$ cat src/hw/rtl/varkey_pkg.sv
// Package: shared widths and defaults for the varint key encoder.
`timescale 1ns / 1ps

package varkey_pkg;

    localparam int KEY_FIELD_W   = 64;          // width of the key word on the port
    localparam int KEY_W_DEFAULT = 64;          // default count of key bits that are encoded
    localparam int DIGIT_W       = 7;           // bits of key per code byte
    localparam int BYTE_W        = 8;           // width of one code byte

    typedef logic [KEY_FIELD_W-1:0]  key_t;
    typedef logic signed [BYTE_W-1:0] code_byte_t;

endpackage

$ cat src/hw/rtl/varkey_if.sv
// Interfaces: valid/ready channels for key words and code byte words.
`timescale 1ns / 1ps

interface varkey_key_if;
    import varkey_pkg::*;

    logic valid;
    logic ready;
    key_t key;

    modport source (output valid, output key, input ready);
    modport sink   (input valid, input key, output ready);
endinterface

interface varkey_code_if;
    import varkey_pkg::*;

    logic       valid;
    logic       ready;
    code_byte_t code_byte;
    logic       last;

    modport source (output valid, output code_byte, output last, input ready);
    modport sink   (input valid, input code_byte, input last, output ready);
endinterface

$ cat src/hw/rtl/varint_key_encoder.sv
// Top level: varint key encoder, one 7-bit digit per cycle from a shift register while the output is not stalled.
`timescale 1ns / 1ps
// Flow: a taken key passes from idle to a scan state and then to an emit state; the next
//   key is taken only after its final byte is loaded (GROUPS = ceil(KEY_WIDTH/7) digits).
// The digit shift register walks every 7-bit digit once: leading zero digits are dropped
//   (at least one is kept), the rest leave one per cycle while the output is not stalled.
// The output register holds a finished byte while the next key is taken.
// Reset (rst_n, asynchronous, active low) returns to idle with no byte pending.

module varint_key_encoder
#(
    parameter int KEY_WIDTH = varkey_pkg::KEY_W_DEFAULT
)
(
    input  logic           clk,
    input  logic           rst_n,
    varkey_key_if.sink     key_ch,
    varkey_code_if.source  code_ch
);

    import varkey_pkg::*;

    // Digit count and padded shift register width.
    localparam int GROUPS = (KEY_WIDTH + DIGIT_W - 1) / DIGIT_W;
    localparam int SR_W   = GROUPS * DIGIT_W;
    localparam int CNT_W  = $clog2(GROUPS + 1);

    typedef enum logic [2:0] {
        ST_IDLE = 3'b001,
        ST_SCAN = 3'b010,
        ST_EMIT = 3'b100
    } state_t;

    state_t               state_reg, state_next;
    logic [SR_W-1:0]      sr_reg, sr_next;
    logic [CNT_W-1:0]     cnt_reg, cnt_next;      // digits still in the shift register
    logic                 out_valid_reg, out_valid_next;
    code_byte_t           out_byte_reg, out_byte_next;
    logic                 out_last_reg, out_last_next;

    logic [DIGIT_W-1:0]   top_digit;
    logic                 one_left;
    logic                 out_free;

    // The most significant digit always sits at the top of the shift register.
    assign top_digit = sr_reg[SR_W-1 -: DIGIT_W];
    assign one_left  = (cnt_reg == CNT_W'(1));
    assign out_free  = !out_valid_reg || code_ch.ready;

    // Take a key only when no digit of the previous one is left.
    assign key_ch.ready = (state_reg == ST_IDLE);

    always_comb
    begin
        state_next     = state_reg;
        sr_next        = sr_reg;
        cnt_next       = cnt_reg;
        out_valid_next = out_valid_reg && !code_ch.ready;
        out_byte_next  = out_byte_reg;
        out_last_next  = out_last_reg;

        unique case (state_reg)
            ST_IDLE:
            begin
                if (key_ch.valid)
                begin
                    // Load the masked key, zero padded up to a whole digit.
                    sr_next    = SR_W'(key_ch.key[KEY_WIDTH-1:0]);
                    cnt_next   = CNT_W'(GROUPS);
                    state_next = ST_SCAN;
                end
            end
            ST_SCAN:
            begin
                // Drop leading zero digits; keep at least one.
                if ((top_digit == '0) && !one_left)
                begin
                    sr_next  = sr_reg << DIGIT_W;
                    cnt_next = cnt_reg - CNT_W'(1);
                end
                else
                begin
                    state_next = ST_EMIT;
                end
            end
            ST_EMIT:
            begin
                if (out_free)
                begin
                    // Byte is (digit<<1 | more) with its top bit inverted.
                    out_valid_next = 1'b1;
                    out_byte_next  = {~top_digit[DIGIT_W-1], top_digit[DIGIT_W-2:0],
                                      !one_left};
                    out_last_next  = one_left;
                    sr_next        = sr_reg << DIGIT_W;
                    cnt_next       = cnt_reg - CNT_W'(1);
                    if (one_left)
                    begin
                        state_next = ST_IDLE;
                    end
                end
            end
            default:
            begin
                state_next = ST_IDLE;
            end
        endcase
    end

    always_ff @(posedge clk or negedge rst_n)
    begin
        if (!rst_n)
        begin
            state_reg     <= ST_IDLE;
            cnt_reg       <= '0;
            out_valid_reg <= 1'b0;
        end
        else
        begin
            state_reg     <= state_next;
            cnt_reg       <= cnt_next;
            out_valid_reg <= out_valid_next;
        end
    end

    // Payload registers carry no reset.
    always_ff @(posedge clk)
    begin
        sr_reg       <= sr_next;
        out_byte_reg <= out_byte_next;
        out_last_reg <= out_last_next;
    end

    assign code_ch.valid     = out_valid_reg;
    assign code_ch.code_byte = out_byte_reg;
    assign code_ch.last      = out_last_reg;

endmodule

$ cat src/flat_wrapper.sv
// flat-port wrapper written by rule: the top's interface ports become plain ports
module varint_key_encoder_flat import varkey_pkg::*;
#(
    parameter int KEY_WIDTH = varkey_pkg::KEY_W_DEFAULT
)
  (clk, rst_n, key_ch_valid, key_ch_key, key_ch_ready, code_ch_valid, code_ch_code_byte, code_ch_last, code_ch_ready);
  varkey_key_if key_ch_i ();
  varkey_code_if code_ch_i ();
  input  logic clk;
  input  logic rst_n;
  input wire logic [$bits(key_ch_i.valid)-1:0] key_ch_valid;
  input wire logic [$bits(key_ch_i.key)-1:0] key_ch_key;
  output wire logic [$bits(key_ch_i.ready)-1:0] key_ch_ready;
  output wire logic [$bits(code_ch_i.valid)-1:0] code_ch_valid;
  output wire logic [$bits(code_ch_i.code_byte)-1:0] code_ch_code_byte;
  output wire logic [$bits(code_ch_i.last)-1:0] code_ch_last;
  input wire logic [$bits(code_ch_i.ready)-1:0] code_ch_ready;
  assign key_ch_i.valid = key_ch_valid;
  assign key_ch_i.key = key_ch_key;
  assign key_ch_ready = key_ch_i.ready;
  assign code_ch_valid = code_ch_i.valid;
  assign code_ch_code_byte = code_ch_i.code_byte;
  assign code_ch_last = code_ch_i.last;
  assign code_ch_i.ready = code_ch_ready;
  varint_key_encoder #(.KEY_WIDTH(KEY_WIDTH)) u_core (.clk(clk), .rst_n(rst_n), .key_ch(key_ch_i), .code_ch(code_ch_i));
endmodule
$ cat config.mk
export PLATFORM = sky130hd
export DESIGN_NAME = varint_key_encoder_flat
export DESIGN_NICKNAME = d
export VERILOG_FILES = /design/src/hw/rtl/varkey_pkg.sv /design/src/hw/rtl/varkey_if.sv /design/src/hw/rtl/varint_key_encoder.sv /design/src/flat_wrapper.sv
export SDC_FILE = /design/constraint.sdc
export NUM_CORES = 1
export LEC_CHECK = 0
export ABC_CLOCK_PERIOD_IN_PS = 13400
export CAP_MARGIN = 20
export CORE_MARGIN = 10
export CORE_UTILIZATION = 35
export CTS_CLUSTER_SIZE = 12
export DETAILED_ROUTE_END_ITERATION = 6
export DONT_BUFFER_PORTS = 1
export PLACE_DENSITY = 0.54
export SETUP_SLACK_MARGIN = 0.5
export SLEW_MARGIN = 20
export SYNTH_ARGS = -nofsm -noshare
export SYNTH_HDL_FRONTEND = slang
export SYNTH_SLANG_ARGS = --single-unit
$ cat constraint.sdc
create_clock -name clk -period 13.4 [get_ports clk]
set_input_delay 2.68 -clock clk [delete_from_list [all_inputs] [get_ports clk]]
set_output_delay 2.68 -clock clk [all_outputs]
set_load 0.01 [all_outputs]
==> impl_metrics.env, run 1 <==
export IMPL_status="completed"
export IMPL_grt_setup_unrepaired="no"
export IMPL_slew_headroom_pct=37.2
export IMPL_slowest_delay_ps=650
export IMPL_p_total_mw=0.845
export IMPL_wirelength_mm=6.40
export IMPL_max_freq_ghz=0.246
export IMPL_track_usage_pct=8.63
export IMPL_vias=1736
export IMPL_comb_power_share_pct=21.0
export IMPL_yosys_warnings=0
export IMPL_gp_congestion=0.667
export IMPL_post_route_period_util_pct=30.4
export IMPL_synth_edff_count=79
export IMPL_rows=37
export IMPL_core_area_mm2=0.0103
export IMPL_initial_core_util_pct=35.8
export IMPL_synthFlopType="edfxtp_1"
export IMPL_syn_num_nets=284
export IMPL_antenna_found_initial=8
export IMPL_cts_resized=0
export IMPL_switching_share_pct=28.0
export IMPL_io_pins=79
export IMPL_die_area_mm2=0.0151
export IMPL_die_w_um=123
export IMPL_layout_common_cells="79 x edfxtp_1, 47 x mux2_1, 10 x mux2_2"
export IMPL_r2r_setup_slack_ps=11030
export IMPL_path_cells="nor3b_1"
export IMPL_syn_avg_cell_area_um2=17.3
export IMPL_seq_area_frac_synth_pct=69.7
export IMPL_grt_pass1_wl_mm=9.94
export IMPL_postCtsSetupRepairBufs=0
export IMPL_netlist_instances=214
export IMPL_largest_reg_flops=70
export IMPL_required_ps=10720
export IMPL_wire_per_inst_um=17.6
export IMPL_cts_hold_buffers=0
export IMPL_finalSetupViolCount=0
export IMPL_cp_slowest_cell="dfstp_2"
export IMPL_worst_skew_pair_late_latency_ps=340
export IMPL_cts_max_path_buffers=2
export IMPL_final_hold_violation_count=0
export IMPL_ir_drop_mv=0.0809
export IMPL_async_flop_share_pct=9.20
export IMPL_grt_max_degree=77
export IMPL_path_clk_slew_ps=80
export IMPL_utilization_pct=39.4
export IMPL_worst_setup_path_end_kind="primary output"
export IMPL_drt_iter0_markers=92
export IMPL_power_frac_clock_pct=22.9
export IMPL_p_seq_share_pct=56.1
export IMPL_whs_ps=457
export IMPL_start_kind="flip-flop"
export IMPL_area_growth_pct=9.99
export IMPL_drive_gt1_share_pct=17.6
export IMPL_firstDrtPassIters=4
export IMPL_cts_root_buf="clkbuf_8"
export IMPL_worst_setup_path_type="flip-flop to primary output"
export IMPL_skew_ps=10.7
export IMPL_cp_top_family="flip-flops"
export IMPL_maxSlewViolCount=0
export IMPL_dpl_hpwl_mm=4.21
export IMPL_synthDistinctLibCells=36
export IMPL_nets=287
export IMPL_drc_errors=0
export IMPL_p_leak_nw=1.33
export IMPL_layout_min_cycle_time_ps=4070
export IMPL_postRouteAntennaNets=0
export IMPL_syn_area_mm2=0.00369
export IMPL_path_buf_inv=0
export IMPL_numCtsBuffers=9
export IMPL_first_global_vias=1885
export IMPL_setup_tns_ps=0
export IMPL_layout_commonest_cell="edfxtp_1"
export IMPL_vias_per_cell=4.77
export IMPL_p_switching_mw=0.237
export IMPL_power_density_mw_per_mm2=208
export IMPL_overflow=0
export IMPL_worst_slew_pin_slew_ps=943
export IMPL_path_max_fanout=10
export IMPL_cts_tree="built"
export IMPL_cap_violations=0
export IMPL_arrival_ps=1390
export IMPL_p_int_mw=0.608
export IMPL_min_path_type="flip-flop to flip-flop"
export IMPL_htree_levels=3
export IMPL_io_buffers=0
export IMPL_fp_dieH_um=123
export IMPL_cts_num_sinks=87
export IMPL_ys_ff_latch=87
-- final timing paths --
check | from | to | depth (start not counted)
max in group asynchronous | rst_n | u_core.state_reg[0]$_DFFE_PN1P_ | 0
hold reg to reg | u_core.sr_reg[66]$_SDFFCE_PP0P_ | u_core.code_ch.code_byte[4]$_DFFE_PP_ | 0
setup reg to reg | u_core.sr_reg[64]$_SDFFCE_PP0P_ | u_core.sr_reg[45]$_DFFE_PP_ | 4
min in group asynchronous | rst_n | u_core.cnt_reg[1]$_DFFE_PN0P_ | 0
setup / recovery | u_core.state_reg[0]$_DFFE_PN1P_ | key_ch_ready | 1
hold / removal | u_core.sr_reg[66]$_SDFFCE_PP0P_ | u_core.code_ch.code_byte[4]$_DFFE_PP_ | 0
-- cell type report --
type                            instances  area [um2]
Fill cell                             954        6260
Sequential cell                        87        2570
Multi-Input combinational cell        112        1060
Tap cell                              136         170
Clock buffer                            9         124
Clock inverter                          6        86.3
Inverter                                5        18.8
Antenna cell                            7        17.5
Timing Repair Buffer                    2        15.0
-- cell usage after synthesis (2+ instances only) --
library cell	count	area, um2
edfxtp_1	79	2370
mux2_1	47	529
mux2_2	10	113
nor2b_1	8	50.1
dfrtp_1	7	175
and2_1	6	37.5
buf_2	5	25.0
inv_1	5	18.8
nor2_1	5	18.8
buf_4	4	30.0
nand2_1	3	11.3
nand2b_1	3	18.8
a211o_2	2	20.0
a21oi_1	2	10.0
ha_1	2	25.0
nor3_1	2	10.0
nor3b_2	2	25.0
o21ai_1	2	10.0
or3b_1	2	17.5
or4b_1	2	20.0
-- logic make-up after synthesis --
| logic type | count (synthesis) | share of synthesized area, % |
|---|---|---|
| simple gates | 39 | 7.11 |
| buf+inv | 15 | 2.10 |
| flops | 87 | 69.7 |
| compound gates | 14 | 3.05 |
| mux | 57 | 17.4 |
| fa+ha+maj | 2 | 0.677 |
-- power by group through the flow --
| stage | registers, mW | logic, mW | clock network (mW) |
|---|---|---|---|
| 5_1_grt | 0.486 | 0.199 | 0.214 |
| 4_1_cts | 0.476 | 0.184 | 0.205 |
| 3_5_place_dp | 0.482 | 0.183 | 0 |
| 2_1_floorplan | 0.476 | 0.149 | 0 |
| 6_report | 0.474 | 0.177 | 0.194 |
| 3_3_place_gp | 0.478 | 0.180 | 0 |
-- routing by layer --
metal,part of all wire [%],up-vias,global-route usage [%]
met5,0.17,-,0
met1,43,836,9.62
li1,-,831,-
met3,11,8,6.15
met2,45,59,12.6
met4,1.2,2,3.31
-- metrics by stage --
stage | setup slack, ps | instance area, um2 | cells
2_1_floorplan | 6810 | 3690 | 214
3_3_place_gp | 9110 | 3830 | 342
3_5_place_dp | 9090 | 3830 | 342
4_1_cts | 9280 | 4050 | 357
5_1_grt | 9240 | 4050 | 360
6_report | 9330 | 4060 | 364
Note: power is estimated with default switching activity, not from simulation.
==> inputs of run 2 (changes only) <==
--- a/config.mk
+++ b/config.mk
@@ -5,7 +5,7 @@
 export SDC_FILE = /design/constraint.sdc
 export NUM_CORES = 1
 export LEC_CHECK = 0
-export ABC_CLOCK_PERIOD_IN_PS = 13400
+export ABC_CLOCK_PERIOD_IN_PS = 4100
 export CAP_MARGIN = 20
 export CORE_MARGIN = 10
 export CORE_UTILIZATION = 35
==> constraint.sdc (replaced) <==
create_clock -name clk -period 4.1 [get_ports clk]
set_input_delay 0.82 -clock clk [delete_from_list [all_inputs] [get_ports clk]]
set_output_delay 0.82 -clock clk [all_outputs]
set_load 0.01 [all_outputs]
==> impl_metrics.env, run 2 (same netlist as run 1, synthesis figures left out) <==
export IMPL_status="completed"
export IMPL_r2r_setup_slack_ps=1700
export IMPL_dpl_hpwl_mm=4.36
export IMPL_max_freq_ghz=0.417
export IMPL_postRouteAntennaNets=0
export IMPL_nFillCells=952
export IMPL_setup_tns_ps=0
export IMPL_rr_worst_depth=4
export IMPL_core_area_mm2=0.0103
export IMPL_placed_area_mm2=0.00385
export IMPL_layout_common_cells="79 x edfxtp_1, 47 x mux2_1, 10 x mux2_2"
export IMPL_cts_tree="built"
export IMPL_nets=287
export IMPL_drt_iter0_markers=132
export IMPL_layout_min_cycle_time_ps=2400
export IMPL_cap_violations=0
export IMPL_maxSlewViolCount=0
export IMPL_design_area_mm2=0.00407
export IMPL_skew_ps=7.80
export IMPL_worst_setup_path_end_kind="flip-flop"
export IMPL_arrival_ps=2420
export IMPL_layout_commonest_cell="edfxtp_1"
export IMPL_cts_max_path_buffers=2
export IMPL_numCtsBuffers=9
export IMPL_min_path_type="input port to async pin"
export IMPL_grt_max_degree=77
export IMPL_cp_endpoint="u_core.sr_reg[38]$_DFFE_PP_"
export IMPL_vias=1761
export IMPL_ir_drop_mv=0.281
export IMPL_postCtsSetupRepairBufs=0
export IMPL_rr_endpoint="u_core.sr_reg[38]$_DFFE_PP_"
export IMPL_overflow=0
export IMPL_cts_resized=0
export IMPL_required_ps=4120
export IMPL_worst_slew_pin_slew_ps=894
export IMPL_wire_per_inst_um=18.0
export IMPL_first_global_vias=1825
export IMPL_cts_root_buf="clkbuf_8"
export IMPL_die_area_mm2=0.0151
export IMPL_slowest_delay_ps=590
export IMPL_initial_core_util_pct=35.8
export IMPL_die_w_um=123
export IMPL_grt_pass1_wl_mm=10.0
export IMPL_cts_num_sinks=87
export IMPL_slew_headroom_pct=40.4
export IMPL_cts_hold_buffers=0
export IMPL_power_density_mw_per_mm2=681
export IMPL_path_max_fanout=51
export IMPL_fp_dieH_um=123
export IMPL_p_leak_nw=1.33
export IMPL_htree_levels=3
export IMPL_finalSetupViolCount=0
export IMPL_crit_path_start="u_core.sr_reg[64]$_SDFFCE_PP0P_"
export IMPL_track_usage_pct=8.87
export IMPL_grt_setup_unrepaired="no"
export IMPL_firstDrtPassIters=4
export IMPL_largest_reg_flops=70
export IMPL_worst_setup_path_type="flip-flop to flip-flop"
export IMPL_gp_congestion=0.690
export IMPL_final_hold_violation_count=0
export IMPL_drive_gt1_share_pct=16.3
export IMPL_area_growth_pct=10.1
export IMPL_worst_skew_pair_late_latency_ps=340
export IMPL_rr_startpoint="u_core.sr_reg[64]$_SDFFCE_PP0P_"
export IMPL_wirelength_mm=6.54
export IMPL_antenna_found_initial=8
export IMPL_drc_errors=0
export IMPL_io_pins=79
export IMPL_rows=37
export IMPL_path_clk_slew_ps=80
export IMPL_start_kind="flip-flop"
export IMPL_cp_slowest_cell="nor2_4"
export IMPL_vias_per_cell=4.85
export IMPL_io_buffers=0
export IMPL_post_route_period_util_pct=58.4
export IMPL_path_cells="nor4_2 -> a31oi_2 -> nor2_4 -> buf_12"
-- run 2: changes by cell type in the layout (fill, tap and decap cells not counted), sizes merged --
cell    previous run  this run
clkbuf             9        11
clkinv             3         1
diode              7         6
-- run 2: how the worst min path moves through the flow --
stage                                         start                               endpoint  slack [ps]  cells after the start
floorplan           u_core.sr_reg[65]$_SDFFCE_PP0P_  u_core.code_ch.code_byte[3]$_DFFE_PP_         430                      0
global placement        u_core.sr_reg[63]$_DFFE_PP_  u_core.code_ch.code_byte[1]$_DFFE_PP_         430                      0
detailed placement      u_core.sr_reg[63]$_DFFE_PP_  u_core.code_ch.code_byte[1]$_DFFE_PP_         450                      0
CTS                                           rst_n         u_core.code_ch.valid$_DFF_PN0_         130                      0
global route                                  rst_n        u_core.state_reg[2]$_DFFE_PN0P_         130                      0
finish                                        rst_n        u_core.state_reg[1]$_DFFE_PN0P_         160                      0
-- run 2: critical path, delay by kind of cell, from the launching register on --
family | cells | cell delay, ps
and+or+nand+nor | 2 | 1040
AOI/OAI and AO/OA | 1 | 230
DFF | 1 | 410
buffers and inverters | 1 | 350
-- run 2: power breakdown --
group / internal, mW / leakage [nW] / total, mW / switching, mW
Clock: 0.339 / 0.0971 / 0.622 / 0.283
Combinational: 0.232 / 0.392 / 0.600 / 0.368
Sequential: 1.43 / 0.842 / 1.55 / 0.119
-- run 2: per-layer routing --
metal | wire [um] | share of wire, % | global-route usage (%) | vias to the layer above
li1 | - | - | - | 827
met1 | 2620 | 40 | 9.86 | 850
met2 | 2970 | 45 | 13.0 | 63
met3 | 819 | 13 | 6.34 | 15
met4 | 90 | 1.4 | 3.31 | 6
met5 | 34 | 0.52 | 0 | -
-- run 2: stage by stage --
step / power [mW] / setup WS [ps] / hold WS (ps) / util (%) / std cells
final: 2.77 / 1700 / 160 / 39.4 / 363
after global routing: 2.94 / 1480 / 126 / 39.3 / 360
after CTS: 2.82 / 1670 / 134 / 39.2 / 357
after detailed placement: 2.19 / 1610 / 452 / 37.3 / 342
after global placement: 2.16 / 1660 / 434 / 37.3 / 342
after floorplan: 2.03 / 627 / 427 / - / 214
-- run 2: layout make-up --
type                       count  area, um2  share of cell area, %
sequential                    87       2570                   63.3
inverter                       5       18.8                  0.462
tap                          136        170                   4.19
clock inverter                 4       71.3                   1.75
antenna                        6       15.0                  0.369
clock buffer                  11        131                   3.23
timing repair buffer           2       27.5                  0.677
multi-input combinational    112       1060                   26.0
